--- src/rtl/core/ipv4rx_pkg.sv ---
// Package for the IPv4 receive check: payload structs, verdict and class codes.
// No dependencies.
package ipv4rx_pkg;

  localparam int ERROR_COUNT_WIDTH_DEF = 32;
  localparam int QUEUE_DEPTH = 2;

  typedef enum logic [3:0] {
    V_ACCEPT   = 4'd0,
    V_SHORT    = 4'd1,
    V_VERSION  = 4'd2,
    V_HDRLEN   = 4'd3,
    V_TOTLEN   = 4'd4,
    V_HDRSUM   = 4'd5,
    V_FRAGMENT = 4'd6,
    V_NOTOURS  = 4'd7,
    V_L4SUM    = 4'd8
  } verdict_t;

  typedef enum logic [2:0] {
    PC_ICMP  = 3'd0,
    PC_UDP   = 3'd1,
    PC_TCP   = 3'd2,
    PC_GRE   = 3'd3,
    PC_OTHER = 3'd4
  } pclass_t;

  localparam logic [7:0] PROTO_ICMP = 8'd1;
  localparam logic [7:0] PROTO_TCP  = 8'd6;
  localparam logic [7:0] PROTO_UDP  = 8'd17;
  localparam logic [7:0] PROTO_GRE  = 8'd47;

  typedef struct packed {
    logic [7:0] data_byte;
    logic       last_byte;
    logic       checksum_trusted;
  } in_word_t;

  typedef struct packed {
    logic [3:0]  verdict;
    logic [2:0]  protocol_class;
    logic [31:0] source_address;
    logic [5:0]  header_bytes;
    logic [15:0] payload_bytes;
    logic [31:0] l4_error_count;
  } out_word_t;

  // Frame summary handed from front (parser) to back (checker).
  typedef struct packed {
    logic [15:0] size_m1;       // index of last byte (saturated)
    logic [7:0]  ver_len;
    logic [15:0] total_length;
    logic [15:0] fragment_word;
    logic [7:0]  protocol;
    logic [31:0] source_word;
    logic [31:0] dest_word;
    logic [16:0] header_fold;   // partially folded sums
    logic [16:0] payload_fold;
    logic        udp_zero;
    logic        trusted;
  } frame_sum_t;

  function automatic logic [15:0] fold17(input logic [16:0] s);
    logic [16:0] t;
    t = {16'd0, s[16]} + {1'b0, s[15:0]};
    return t[15:0] + {15'd0, t[16]};
  endfunction

endpackage

--- src/rtl/core/ipv4_rx_header_and_l4_checksum_check.sv ---
// IPv4 receive header check with TCP/UDP checksum verification.
// Takes one frame byte per cycle, back to back; stall only when the
// summary queue fills behind a stalled result. The result word follows the
// last byte through the summary register (loaded on the edge that takes it),
// then the queue, the check stage and the output register.
// Synchronous active-high rst clears parser state, queue, error counter
// and local_address.
module ipv4_rx_header_and_l4_checksum_check #(
  parameter int ERROR_COUNT_WIDTH = ipv4rx_pkg::ERROR_COUNT_WIDTH_DEF
) (
  input  logic                  clk,
  input  logic                  rst,
  input  logic                  in_valid,
  output logic                  in_stall,
  input  ipv4rx_pkg::in_word_t  in_word,
  output logic                  out_valid,
  input  logic                  out_stall,
  output ipv4rx_pkg::out_word_t out_word,
  input  logic                  cfg_valid,
  output logic                  cfg_ready,
  input  logic [31:0]           cfg_data
);
  import ipv4rx_pkg::*;

  logic [31:0] local_address;
  logic        sum_valid, room, q_ne, q_pop;
  frame_sum_t  sum, head;

  // Config register: always writable.
  assign cfg_ready = 1'b1;
  always_ff @(posedge clk) begin
    if (rst) local_address <= '0;
    else if (cfg_valid) local_address <= cfg_data;
  end

  // Parser (front) -> queue -> checker (back).
  ipv4rx_front u_front (
    .clk, .rst,
    .valid     (in_valid),
    .stall     (in_stall),
    .in_word   (in_word),
    .sum_valid (sum_valid),
    .sum_ready (room),
    .sum       (sum)
  );

  ipv4rx_queue u_queue (
    .clk, .rst,
    .push      (sum_valid),
    .push_data (sum),
    .has_room  (room),
    .not_empty (q_ne),
    .pop       (q_pop),
    .head      (head)
  );

  ipv4rx_back #(.ERROR_COUNT_WIDTH(ERROR_COUNT_WIDTH)) u_back (
    .clk, .rst,
    .local_address (local_address),
    .head_valid    (q_ne),
    .head_pop      (q_pop),
    .head          (head),
    .out_valid     (out_valid),
    .out_stall     (out_stall),
    .out_word      (out_word)
  );
endmodule

--- src/rtl/core/ipv4rx_front.sv ---
// Front end: per-byte parser, field capture and running ones'-complement sums.
// Depends on ipv4rx_pkg.
module ipv4rx_front (
  input  logic                   clk,
  input  logic                   rst,
  input  logic                   valid,
  output logic                   stall,
  input  ipv4rx_pkg::in_word_t   in_word,
  output logic                   sum_valid,
  input  logic                   sum_ready,
  output ipv4rx_pkg::frame_sum_t sum
);
  import ipv4rx_pkg::*;

  logic [15:0] byte_index;
  logic [16:0] header_sum;   // kept folded to 17 bits
  logic [16:0] payload_sum;
  logic [7:0]  ver_len;
  logic [15:0] total_length;
  logic [15:0] fragment_word;
  logic [7:0]  protocol;
  logic [31:0] source_word;
  logic [31:0] dest_word;
  logic        udp_zero;
  logic        trusted;

  logic        take;
  logic [7:0]  b;
  logic [7:0]  vl_eff;
  logic [5:0]  ihl;
  logic [15:0] off;
  logic [15:0] word16;
  logic        in_hdr, in_pay;
  logic [16:0] hs_next, ps_next;
  logic [15:0] tl_eff;
  logic [31:0] src_eff, dst_eff;
  logic [15:0] frag_eff;
  logic [7:0]  prot_eff;
  logic        uz_eff, tr_eff;

  assign stall = !sum_ready;
  assign take  = valid && sum_ready;
  assign b     = in_word.data_byte;

  always_comb begin
    vl_eff   = (byte_index == 16'd0) ? b : ver_len;
    tr_eff   = (byte_index == 16'd0) ? in_word.checksum_trusted : trusted;
    tl_eff   = total_length;
    frag_eff = fragment_word;
    prot_eff = protocol;
    src_eff  = source_word;
    dst_eff  = dest_word;
    case (byte_index)
      16'd2:   tl_eff[15:8]  = b;
      16'd3:   tl_eff[7:0]   = b;
      16'd6:   frag_eff[15:8] = b;
      16'd7:   frag_eff[7:0]  = b;
      16'd9:   prot_eff = b;
      16'd12:  src_eff[31:24] = b;
      16'd13:  src_eff[23:16] = b;
      16'd14:  src_eff[15:8]  = b;
      16'd15:  src_eff[7:0]   = b;
      16'd16:  dst_eff[31:24] = b;
      16'd17:  dst_eff[23:16] = b;
      16'd18:  dst_eff[15:8]  = b;
      16'd19:  dst_eff[7:0]   = b;
      default: ;
    endcase
    ihl    = {vl_eff[3:0], 2'b00};
    off    = byte_index - {10'd0, ihl};
    in_hdr = byte_index < {10'd0, ihl};
    in_pay = !in_hdr && (byte_index >= 16'd20) && (byte_index < total_length)
             && (byte_index != 16'hffff);
    word16  = byte_index[0] ? {8'd0, b} : {b, 8'd0};
    hs_next = header_sum;
    if (in_hdr) hs_next = {1'b0, fold17(header_sum)} + {1'b0, word16};
    ps_next = payload_sum;
    uz_eff  = udp_zero;
    if (in_pay) begin
      ps_next = {1'b0, fold17(payload_sum)} +
                {1'b0, (off[0] ? {8'd0, b} : {b, 8'd0})};
      if ((off == 16'd6 || off == 16'd7) && b != 8'd0) uz_eff = 1'b0;
    end
  end

  always_ff @(posedge clk) begin
    if (rst) begin
      byte_index <= '0; header_sum <= '0; payload_sum <= '0; ver_len <= '0;
      total_length <= '0; fragment_word <= '0; protocol <= '0;
      source_word <= '0; dest_word <= '0; udp_zero <= 1'b1; trusted <= 1'b0;
      sum_valid <= 1'b0;
    end else begin
      sum_valid <= take && in_word.last_byte;
      if (take) begin
        if (in_word.last_byte) begin
          byte_index <= '0; header_sum <= '0; payload_sum <= '0; ver_len <= '0;
          total_length <= '0; fragment_word <= '0; protocol <= '0;
          source_word <= '0; dest_word <= '0; udp_zero <= 1'b1; trusted <= 1'b0;
        end else begin
          if (byte_index != 16'hffff) byte_index <= byte_index + 16'd1;
          header_sum <= hs_next; payload_sum <= ps_next; ver_len <= vl_eff;
          total_length <= tl_eff; fragment_word <= frag_eff; protocol <= prot_eff;
          source_word <= src_eff; dest_word <= dst_eff; udp_zero <= uz_eff;
          trusted <= tr_eff;
        end
      end
    end
  end

  // Summary register; loaded only on the last byte.
  always_ff @(posedge clk) begin
    if (take && in_word.last_byte) begin
      sum.size_m1       <= byte_index;
      sum.ver_len       <= vl_eff;
      sum.total_length  <= tl_eff;
      sum.fragment_word <= frag_eff;
      sum.protocol      <= prot_eff;
      sum.source_word   <= src_eff;
      sum.dest_word     <= dst_eff;
      sum.header_fold   <= hs_next;
      sum.payload_fold  <= ps_next;
      sum.udp_zero      <= uz_eff;
      sum.trusted       <= tr_eff;
    end
  end
endmodule

--- src/rtl/core/ipv4rx_queue.sv ---
// Short register FIFO between parser and checker.
// Depends on ipv4rx_pkg.
module ipv4rx_queue (
  input  logic                   clk,
  input  logic                   rst,
  input  logic                   push,
  input  ipv4rx_pkg::frame_sum_t push_data,
  output logic                   has_room,
  output logic                   not_empty,
  input  logic                   pop,
  output ipv4rx_pkg::frame_sum_t head
);
  import ipv4rx_pkg::*;

  frame_sum_t  slots [QUEUE_DEPTH];
  logic        wr_ptr, rd_ptr;
  logic [1:0]  count;

  // Room is kept for one summary already in flight from the front register:
  // the count after this edge must leave one free slot.
  assign has_room  = (count + {1'b0, push}) <= (2'd1 + {1'b0, pop});
  assign not_empty = count != 2'd0;
  assign head      = slots[rd_ptr];

  always_ff @(posedge clk) begin
    if (push) slots[wr_ptr] <= push_data;
  end

  always_ff @(posedge clk) begin
    if (rst) begin
      wr_ptr <= 1'b0; rd_ptr <= 1'b0; count <= '0;
    end else begin
      if (push) wr_ptr <= !wr_ptr;
      if (pop)  rd_ptr <= !rd_ptr;
      count <= count + {1'b0, push} - {1'b0, pop};
    end
  end
endmodule

--- src/rtl/core/ipv4rx_back.sv ---
// Back end: two-stage checker producing the verdict word, with L4 error counter.
// Depends on ipv4rx_pkg.
module ipv4rx_back #(
  parameter int ERROR_COUNT_WIDTH = ipv4rx_pkg::ERROR_COUNT_WIDTH_DEF
) (
  input  logic                   clk,
  input  logic                   rst,
  input  logic [31:0]            local_address,
  input  logic                   head_valid,
  output logic                   head_pop,
  input  ipv4rx_pkg::frame_sum_t head,
  output logic                   out_valid,
  input  logic                   out_stall,
  output ipv4rx_pkg::out_word_t  out_word
);
  import ipv4rx_pkg::*;

  // Stage 1: header checks and pseudo-header sum.
  logic        s1_valid;
  logic [3:0]  s1_verdict;
  logic        s1_l4_check;     // L4 stage must decide
  logic        s1_l4_fail;      // length failure already known
  logic        s1_need_sum;
  logic [18:0] s1_sum;
  logic [2:0]  s1_class;
  logic [31:0] s1_src;
  logic [5:0]  s1_ihl;
  logic [15:0] s1_l4len;

  logic [ERROR_COUNT_WIDTH-1:0] error_counter;

  logic        adv1, adv2;
  logic [16:0] size;
  logic [5:0]  ihl;
  logic [15:0] l4len;
  logic [3:0]  v;
  logic        chk, lfail, nsum;
  logic [2:0]  pc;
  logic [18:0] psum;
  logic [15:0] fin;
  logic        fail2;

  assign adv2     = s1_valid && (!out_valid || !out_stall);
  assign adv1     = !s1_valid || adv2;
  assign head_pop = head_valid && adv1;

  always_comb begin
    size  = {1'b0, head.size_m1} + 17'd1;
    ihl   = {head.ver_len[3:0], 2'b00};
    l4len = (head.total_length >= {10'd0, ihl}) ?
            head.total_length - {10'd0, ihl} : 16'd0;
    chk = 1'b0;
    if (size < 17'd20)                                   v = V_SHORT;
    else if (head.ver_len[7:4] != 4'd4)                  v = V_VERSION;
    else if (ihl < 6'd20 || {11'd0, ihl} > size)         v = V_HDRLEN;
    else if ({1'b0, head.total_length} > size ||
             head.total_length < {10'd0, ihl})           v = V_TOTLEN;
    else if (fold17(head.header_fold) != 16'hffff)       v = V_HDRSUM;
    else if (head.fragment_word[13:0] != 14'd0)          v = V_FRAGMENT;
    else if (!(head.dest_word == 32'hffffffff || head.dest_word[31:24] == 8'd127 ||
               head.dest_word == 32'd0 || head.dest_word == local_address))
                                                         v = V_NOTOURS;
    else begin
      v   = V_ACCEPT;
      chk = !head.trusted;
    end
    lfail = 1'b0;
    nsum  = 1'b0;
    if (head.protocol == PROTO_UDP) begin
      if (l4len < 16'd8) lfail = 1'b1;
      else nsum = !head.udp_zero;
    end else if (head.protocol == PROTO_TCP) begin
      if (l4len < 16'd20) lfail = 1'b1;
      else nsum = 1'b1;
    end
    case (head.protocol)
      PROTO_ICMP: pc = PC_ICMP;
      PROTO_UDP:  pc = PC_UDP;
      PROTO_TCP:  pc = PC_TCP;
      PROTO_GRE:  pc = PC_GRE;
      default:    pc = PC_OTHER;
    endcase
    psum = {3'd0, head.source_word[31:16]} + {3'd0, head.source_word[15:0]} +
           {3'd0, head.dest_word[31:16]} + {3'd0, head.dest_word[15:0]} +
           {11'd0, head.protocol} + {3'd0, l4len};
  end

  always_ff @(posedge clk) begin
    if (rst) s1_valid <= 1'b0;
    else if (adv1) s1_valid <= head_valid;
  end

  always_ff @(posedge clk) begin
    if (head_pop) begin
      s1_verdict  <= v;
      s1_l4_check <= chk;
      s1_l4_fail  <= lfail;
      s1_need_sum <= nsum;
      s1_sum      <= psum + {3'd0, fold17(head.payload_fold)};
      s1_class    <= pc;
      s1_src      <= head.source_word;
      s1_ihl      <= ihl;
      s1_l4len    <= l4len;
    end
  end

  // Stage 2: final fold of the L4 sum, counter update, output register.
  always_comb begin
    fin   = fold17({1'b0, s1_sum[15:0]} + {14'd0, s1_sum[18:16]});
    fail2 = s1_l4_check && (s1_l4_fail || (s1_need_sum && fin != 16'hffff));
  end

  always_ff @(posedge clk) begin
    if (rst) begin
      out_valid     <= 1'b0;
      error_counter <= '0;
    end else begin
      if (adv2) begin
        out_valid <= 1'b1;
        if (fail2) error_counter <= error_counter + 1'b1;
      end else if (!out_stall) begin
        out_valid <= 1'b0;
      end
    end
  end

  always_ff @(posedge clk) begin
    if (adv2) begin
      out_word.verdict        <= fail2 ? V_L4SUM : s1_verdict;
      out_word.protocol_class <= s1_class;
      out_word.source_address <= s1_src;
      out_word.header_bytes   <= s1_ihl;
      out_word.payload_bytes  <= s1_l4len;
      if (ERROR_COUNT_WIDTH >= 32)
        out_word.l4_error_count <= 32'(error_counter + ERROR_COUNT_WIDTH'(fail2));
      else
        out_word.l4_error_count <= 32'(error_counter + ERROR_COUNT_WIDTH'(fail2));
    end
  end
endmodule
--- config.mk ---
export PLATFORM = sky130hd
export DESIGN_NAME = ipv4_rx_header_and_l4_checksum_check
export DESIGN_NICKNAME = d
export VERILOG_FILES = /design/src/rtl/core/ipv4rx_pkg.sv /design/src/rtl/core/ipv4_rx_header_and_l4_checksum_check.sv /design/src/rtl/core/ipv4rx_front.sv /design/src/rtl/core/ipv4rx_queue.sv /design/src/rtl/core/ipv4rx_back.sv
export SDC_FILE = /design/constraint.sdc
export NUM_CORES = 1
export LEC_CHECK = 0
export BUFFER_PORTS_ARGS = -buffer_cell sky130_fd_sc_hd__buf_2
export CAP_MARGIN = 20
export CORE_MARGIN = 4
export CORE_UTILIZATION = 31
export DETAILED_ROUTE_END_ITERATION = 10
export PLACE_DENSITY = 0.59
export SLEW_MARGIN = 20
export SYNTH_ARGS = -nofsm -noshare
export SYNTH_HDL_FRONTEND = slang
export SYNTH_SLANG_ARGS = --single-unit
export TNS_END_PERCENT = 100
--- constraint.sdc ---
create_clock -name clk -period 9.86 [get_ports clk]
set_clock_uncertainty 0.2 [all_clocks]
set_input_delay 0.986 -clock clk [delete_from_list [all_inputs] [get_ports clk]]
set_output_delay 0.986 -clock clk [all_outputs]
set_load 0.05 [all_outputs]
==> impl_metrics.ini, run 1 <==
[final_layout]
final_layout_size_suffix_gt1_share_pct = 13.5
layout-area-overhead-vs-synth_pct = 12.9
n_fill_cell = 13400
seq_area_um2 = 24400
nNetsFinal = 3924
multiInputGateArea_um2 = 17200

[placed_design]
dpl.hpwl_mm = 75.5
place_ws_ns = 1.77
gp_congestion = 0.871
portBuffers = 139

[synth]
synth_top_area_share_pct = 46.0
syn_area_um2 = 42900
ys_top_cells_by_count = 657 x edfxtp_1, 332 x nor2_1, 234 x dfxtp_1
synth-edff-count = 657
synthArstFlopShare_pct = 0
yosysWarnings = 0
synth_ff_type = edfxtp_1
seq_area_frac_synth_pct = 56.9
synth_top_area_cell = edfxtp_1
netlist_top_cells_area = edfxtp_1 46%, dfxtp_1 11%, ha_1 4.5%
synth_area_per_cell_um2 = 12.1
ys_ff_latch = 891
yosysMostFrequentCell = edfxtp_1
synthDistinctLibCells = 86
synthCells = 3555

[timing]
slew_viol_final = 0
maxSlewHeadroom_pct = 21.2
min_period_over_period_pct = 82.3
hold_viol = 0
worst_slew_pin_slew_ns = 1.15
period_needed_ns = 8.11
rsz0062_at_grt = no
tns_ns = 0
clock.fmax_mhz = 123
postLayoutSetupSlackWorst_ns = 1.75
setup_violations = 0

[grt]
antenna_found_initial = 8
grt_pass1_vias = 27200
grt.total_usage_pct = 14.6
grt_use_met3_pct = 2.00
grt_max_degree = 165
use_met2_pct = 25.2
grt_pass1_wl_mm = 165
grt_overflow = 0
met1_usage_pct = 19.0
busiest_layer = met2

[detailed_routing]
drt_first_iter_violations = 2248
via_count = 27500
dr.pass1.iters = 5
post-route-drc-count = 0
ant_nets = 0
wl_per_cell_um = 19.6
wirelength_mm = 108
viasPerCell = 4.97

[power]
power_density_nw_per_um2 = 328
vdd_drop_max_mv = 0.448
p_leak_uw = 0.0172

[floorplanning]
dieArea_um2 = 144000
die_w_um = 380
core_um2 = 137000
die_h_um = 380
floorplan.initialDensity_pct = 31.2
fp-row-count = 136
ios = 143

[worst_setup_path]
path_class = reg2reg
worstPathRequired_ns = 10.08
arrival_ns = 8.34
crit_path_end_kind = flip-flop
critical-path-max-stage-delay_ns = 0.71
start_kind = flip-flop
path_max_fanout = 61
cp_slowest_cell = buf_4

[clocking]
cts_tree = done
cts_max_path_buffers = 3
clock-sinks = 891
clockRootBuffer = clkbuf_16
cts_hold_buf = 0
cts_made_buffers = 90
cts_resized = 0
postCtsSetupRepairBufs = 0
worst_skew_pair.late_latency_ns = 0.67
htree_levels = 3
clk_pin_slew_ns = 0.06

[worst_hold_path]
min_path_type = reg2reg

[run_status]
outcome = completed

[run]
drv_cap = 0
[kinds of logic (layout without fill, tap and decap cells)]
family / Yosys count / after routing / share of synthesized area (%)
xor+xnor: 250 / 250 / 5.12
fa+ha+maj: 216 / 216 / 7.38
other cells: 2 / 4 / 0.0175
mux: 265 / 265 / 6.67
simple gates: 1031 / 1031 / 11.9
flops: 891 / 891 / 56.9
compound gates: 567 / 567 / 8.92
buf+inv: 333 / 516 / 3.05
[layout by cell type (no fill, tap or decap), types with 138 or more instances in the layout]
cell type / netlist / final
a22oi_1: 142 / 142
buf_2: 17 / 138
dfxtp_1: 234 / 233
edfxtp_1: 657 / 657
ha_1: 153 / 153
inv_1: 175 / 174
mux2_2: 158 / 158
nand2_1: 204 / 203
nor2_1: 332 / 330
xnor2_1: 161 / 161
[per-layer routing]
layer / routed length (µm) / vias to the layer above
li1: - / 13200
met1: 47500 / 13500
met2: 53300 / 666
met3: 4780 / 139
met4: 2650 / 4
met5: 27 / -
[cell type report]
type,instances,share of cell area [%]
timing repair buffer,171,2.00
clock inverter,39,0.734
multi-input combinational,2332,35.6
inverter,176,1.37
sequential,891,50.4
tap,1794,4.64
clock buffer,130,5.24
antenna,1,0.00517
[worst max-delay path: cells and delay by family (launching register included)]
family	cells	cell delay (ns)
buf+inv	2	0.80
simple gates	9	1.72
xor+xnor	2	0.30
compound gates	10	2.20
fa+ha+maj	5	1.94
flops	1	0.70
[sequential cells by signal, summed over array words and instances, names as in the netlist, 17 cells and up, named ones only]
register / count
u_back.s1_sum: 19
u_back.s1_src: 32
u_front.header_sum: 17
u_queue.slots: 324
u_back.error_counter: 32
u_front.sum: 162
u_front.payload_sum: 17
u_front.dest_word: 32
u_back.out_word: 91
local_address: 32
u_front.source_word: 32
[final timing paths]
check,slack [ns],depth (start not counted),end,from
min,0.21,0,u_back.out_word[81]$_DFFE_PP_,u_back.s1_src[27]$_DFFE_PP_
max,1.75,28,u_back.s1_sum[17]$_DFFE_PP_,flip-flop
min reg2reg,0.21,0,u_back.out_word[81]$_DFFE_PP_,u_back.s1_src[27]$_DFFE_PP_
max reg2reg,1.75,28,u_back.s1_sum[17]$_DFFE_PP_,flip-flop
[where the power goes]
| group | switching [µW] | leakage, µW | internal, µW |
|---|---|---|---|
| Clock | 1450 | 0.00142 | 1910 |
| Sequential | 321 | 0.00799 | 5180 |
| Combinational | 4300 | 0.00777 | 2700 |
[stage by stage]
step / utilization, % / cell area (µm²) / cells / hold WS, ns / power (µW)
floorplan: - / 42900 / 3556 / 0.200 / 10900
global placement: 33.1 / 45500 / 5364 / 0.203 / 12600
detailed placement: 33.1 / 45500 / 5364 / 0.205 / 12600
CTS: 35.2 / 48400 / 5533 / 0.214 / 16000
global route: 35.2 / 48400 / 5533 / 0.220 / 17200
finish: 35.2 / 48400 / 5534 / 0.214 / 15900
Note: power is estimated with default switching activity, not from simulation.
==> inputs of run 2 (changes only) <==
Settings changed: ABC_AREA set to 1, PLACE_DENSITY 0.59 to 0.58.
Clock period 9.86 ns to 7.9 ns, I/O delays scaled along.
==> run 2 against run 1 <==
Utilization is 0.17 points higher. Fmax is 13% higher. First-iteration DRC count is 0.44% lower. Register-to-register slack worse by 1.0 ns. Total power is 54% higher. Sequential share of layout area is 0.91 points lower. Flip-flop and latch count stayed put.
==> impl_metrics.ini, run 2 <==
[detailed_routing]
drt_first_iter_violations = 2238
wirelength_mm = 112
post-route-drc-count = 0
wl_per_cell_um = 17.2
ant_nets = 0
via_count = 30500
dr.pass1.iters = 9
viasPerCell = 4.68

[synth]
yosysMostFrequentCell = nand2_1
synthDistinctLibCells = 63
ys_top_cells_by_count = 1102 x nand2_1, 657 x edfxtp_1, 455 x inv_1
synth-adder-area-share_pct = 7.26
syn_area_um2 = 43500
synth-edff-count = 657
seq_area_frac_synth_pct = 56.1
synth_compound_area_share_pct = 7.76
synth_simple_gate_area_share_pct = 18.1
synth_xor_area_share_pct = 4.79
synth_top_family_by_area = simple AND/OR/NAND/NOR gates
synthArstFlopShare_pct = 0
netlist_top_cells_area = edfxtp_1 45%, dfxtp_1 11%, nand2_1 9.5%
synthCells = 4441
synth_top_area_cell = edfxtp_1
synth_ff_type = edfxtp_1
synth_top_area_share_pct = 45.4
synth_mux_area_share_pct = 0.348
synth_area_per_cell_um2 = 9.79
ys_ff_latch = 891
yosysWarnings = 0

[grt]
antenna_found_initial = 10
grt.total_usage_pct = 15.0
grt_pass1_vias = 29100
grt_overflow = 0
grt_pass1_wl_mm = 172
grt_max_degree = 146

[placed_design]
portBuffers = 139
place_inst = 6346
dpl.hpwl_mm = 79.4
gp_congestion = 0.918

[floorplanning]
dieArea_um2 = 146000
ios = 143
die_w_um = 383
floorplan.initialDensity_pct = 31.2
die_h_um = 383
fp-row-count = 137
core_um2 = 139000

[clocking]
htree_levels = 3
clockRootBuffer = clkbuf_16
cts_resized = 0
clock-sinks = 891
cts_max_path_buffers = 3
cts_hold_buf = 0
clk_pin_slew_ns = 0.06
cts_made_buffers = 90
worst_skew_pair.late_latency_ns = 0.70
postCtsSetupRepairBufs = 0
cts_tree = done

[timing]
rsz0062_at_grt = no
tns_ns = 0
hold_viol = 0
slew_viol_final = 0
min_period_over_period_pct = 91.0
maxSlewHeadroom_pct = 20.4
fin_hold_ws_ns = 0.122
clock.fmax_mhz = 139
period_needed_ns = 7.19
worst_slew_pin_slew_ns = 1.18
setup_violations = 0

[power]
clockPowerShare_pct = 17.8
p_seq_share_pct = 29.3
power_density_nw_per_um2 = 497
intPower_uw = 14000
switching_share_pct = 42.7
switchingPower_uw = 10500
comb_power_share_pct = 53.0
p_leak_uw = 0.0186
vdd_drop_max_mv = 0.666

[final_layout]
final_layout_size_suffix_gt1_share_pct = 9.61
final_common_cell = nand2_1
instances_no_fill = 6520
largest_register = u_queue.slots
multiInputGateArea_um2 = 16700
nNetsFinal = 4826
largest_reg_flops = 324
n_fill_cell = 13900
reg_top3 = u_queue.slots x324, u_front.sum x162, u_back.out_word x91
final_cell_mix = 1101 x nand2_1, 657 x edfxtp_1, 453 x inv_1
layout-area-overhead-vs-synth_pct = 13.3
seq_area_um2 = 24400

[worst_setup_path]
start_kind = flip-flop
path_max_fanout = 16
arrival_ns = 7.51
critical-path-max-stage-delay_ns = 0.54
cpMostUsedCell = nand2_1
worstPathRequired_ns = 8.22
cp_slowest_cell = fa_1
path_class = reg2reg
crit_path_end_kind = flip-flop

[worst_hold_path]
min_path_type = in2reg

[run_status]
outcome = completed

[run]
drv_cap = 0
run 2: cell families after synthesis:
| logic type | after synthesis |
|---|---|
| compound gates | 638 |
| xor+xnor | 237 |
| fa+ha+maj | 215 |
| buf+inv | 611 |
| flops | 891 |
| mux | 15 |
| other cells | 2 |
| simple gates | 1832 |
run 2: final cells by class:
| class | count | area share [%] |
|---|---|---|
| Antenna cell | 3 | 0.0152 |
| Clock buffer | 120 | 5.16 |
| Clock inverter | 49 | 1.02 |
| Inverter | 465 | 3.56 |
| Multi-Input combinational cell | 2940 | 33.8 |
| Sequential cell | 891 | 49.5 |
| Tap cell | 1876 | 4.76 |
| Timing Repair Buffer | 176 | 2.11 |
run 2: final timing paths:
path                                             startpoint                            end  slack [ns]  depth (start not counted)
worst max-delay path                              flip-flop    u_back.s1_sum[18]$_DFFE_PP_        0.71                         38
worst min-delay path                            cfg_data[4]  local_address[4]$_SDFFE_PP0P_        0.12                          3
worst max register to register                    flip-flop    u_back.s1_sum[18]$_DFFE_PP_        0.71                         38
worst min register to register  u_back.s1_src[29]$_DFFE_PP_  u_back.out_word[83]$_DFFE_PP_        0.20                          0
run 2: critical path: cells and delay by family, from the launching register on:
family | cells | cell delay [ns]
and+or+nand+nor | 17 | 1.98
xor gates and xnor gates | 1 | 0.16
DFF | 1 | 0.43
adders and majority gates | 6 | 2.18
buffers and inverters | 5 | 0.47
AOI/OAI and AO/OA | 9 | 1.60
run 2: power by group through the flow:
stage / clock [µW] / combinational [µW] / sequential [µW]
detailed placement: 0 / 13000 / 7270
floorplan: 0 / 9530 / 7510
finish: 4350 / 13000 / 7170
global route: 4650 / 14900 / 7240
global placement: 0 / 12900 / 7250
CTS: 4460 / 13100 / 7170
run 2: metal layers:
layer | up-vias | wire [µm] | part of all wire (%) | track usage, %
met1 | 14400 | 49000 | 44 | 19.8
met2 | 753 | 53200 | 47 | 25.0
met3 | 186 | 6050 | 5.4 | 2.31
met4 | 10 | 3880 | 3.5 | 5.64
met5 | - | 51 | 0.045 | 0
li1 | 15100 | - | - | -
run 2: through the flow:
| step | total power [µW] | area, µm² | utilization, % | setup slack [ns] |
|---|---|---|---|---|
| 6_report | 24500 | 49300 | 35.4 | 0.712 |
| 5_1_grt | 26800 | 49300 | 35.4 | 0.00984 |
| 2_1_floorplan | 17000 | 43500 | - | 0.216 |
| 3_3_place_gp | 20200 | 46200 | 33.2 | 0.638 |
| 4_1_cts | 24700 | 49200 | 35.3 | 0.552 |
| 3_5_place_dp | 20300 | 46200 | 33.2 | 0.562 |
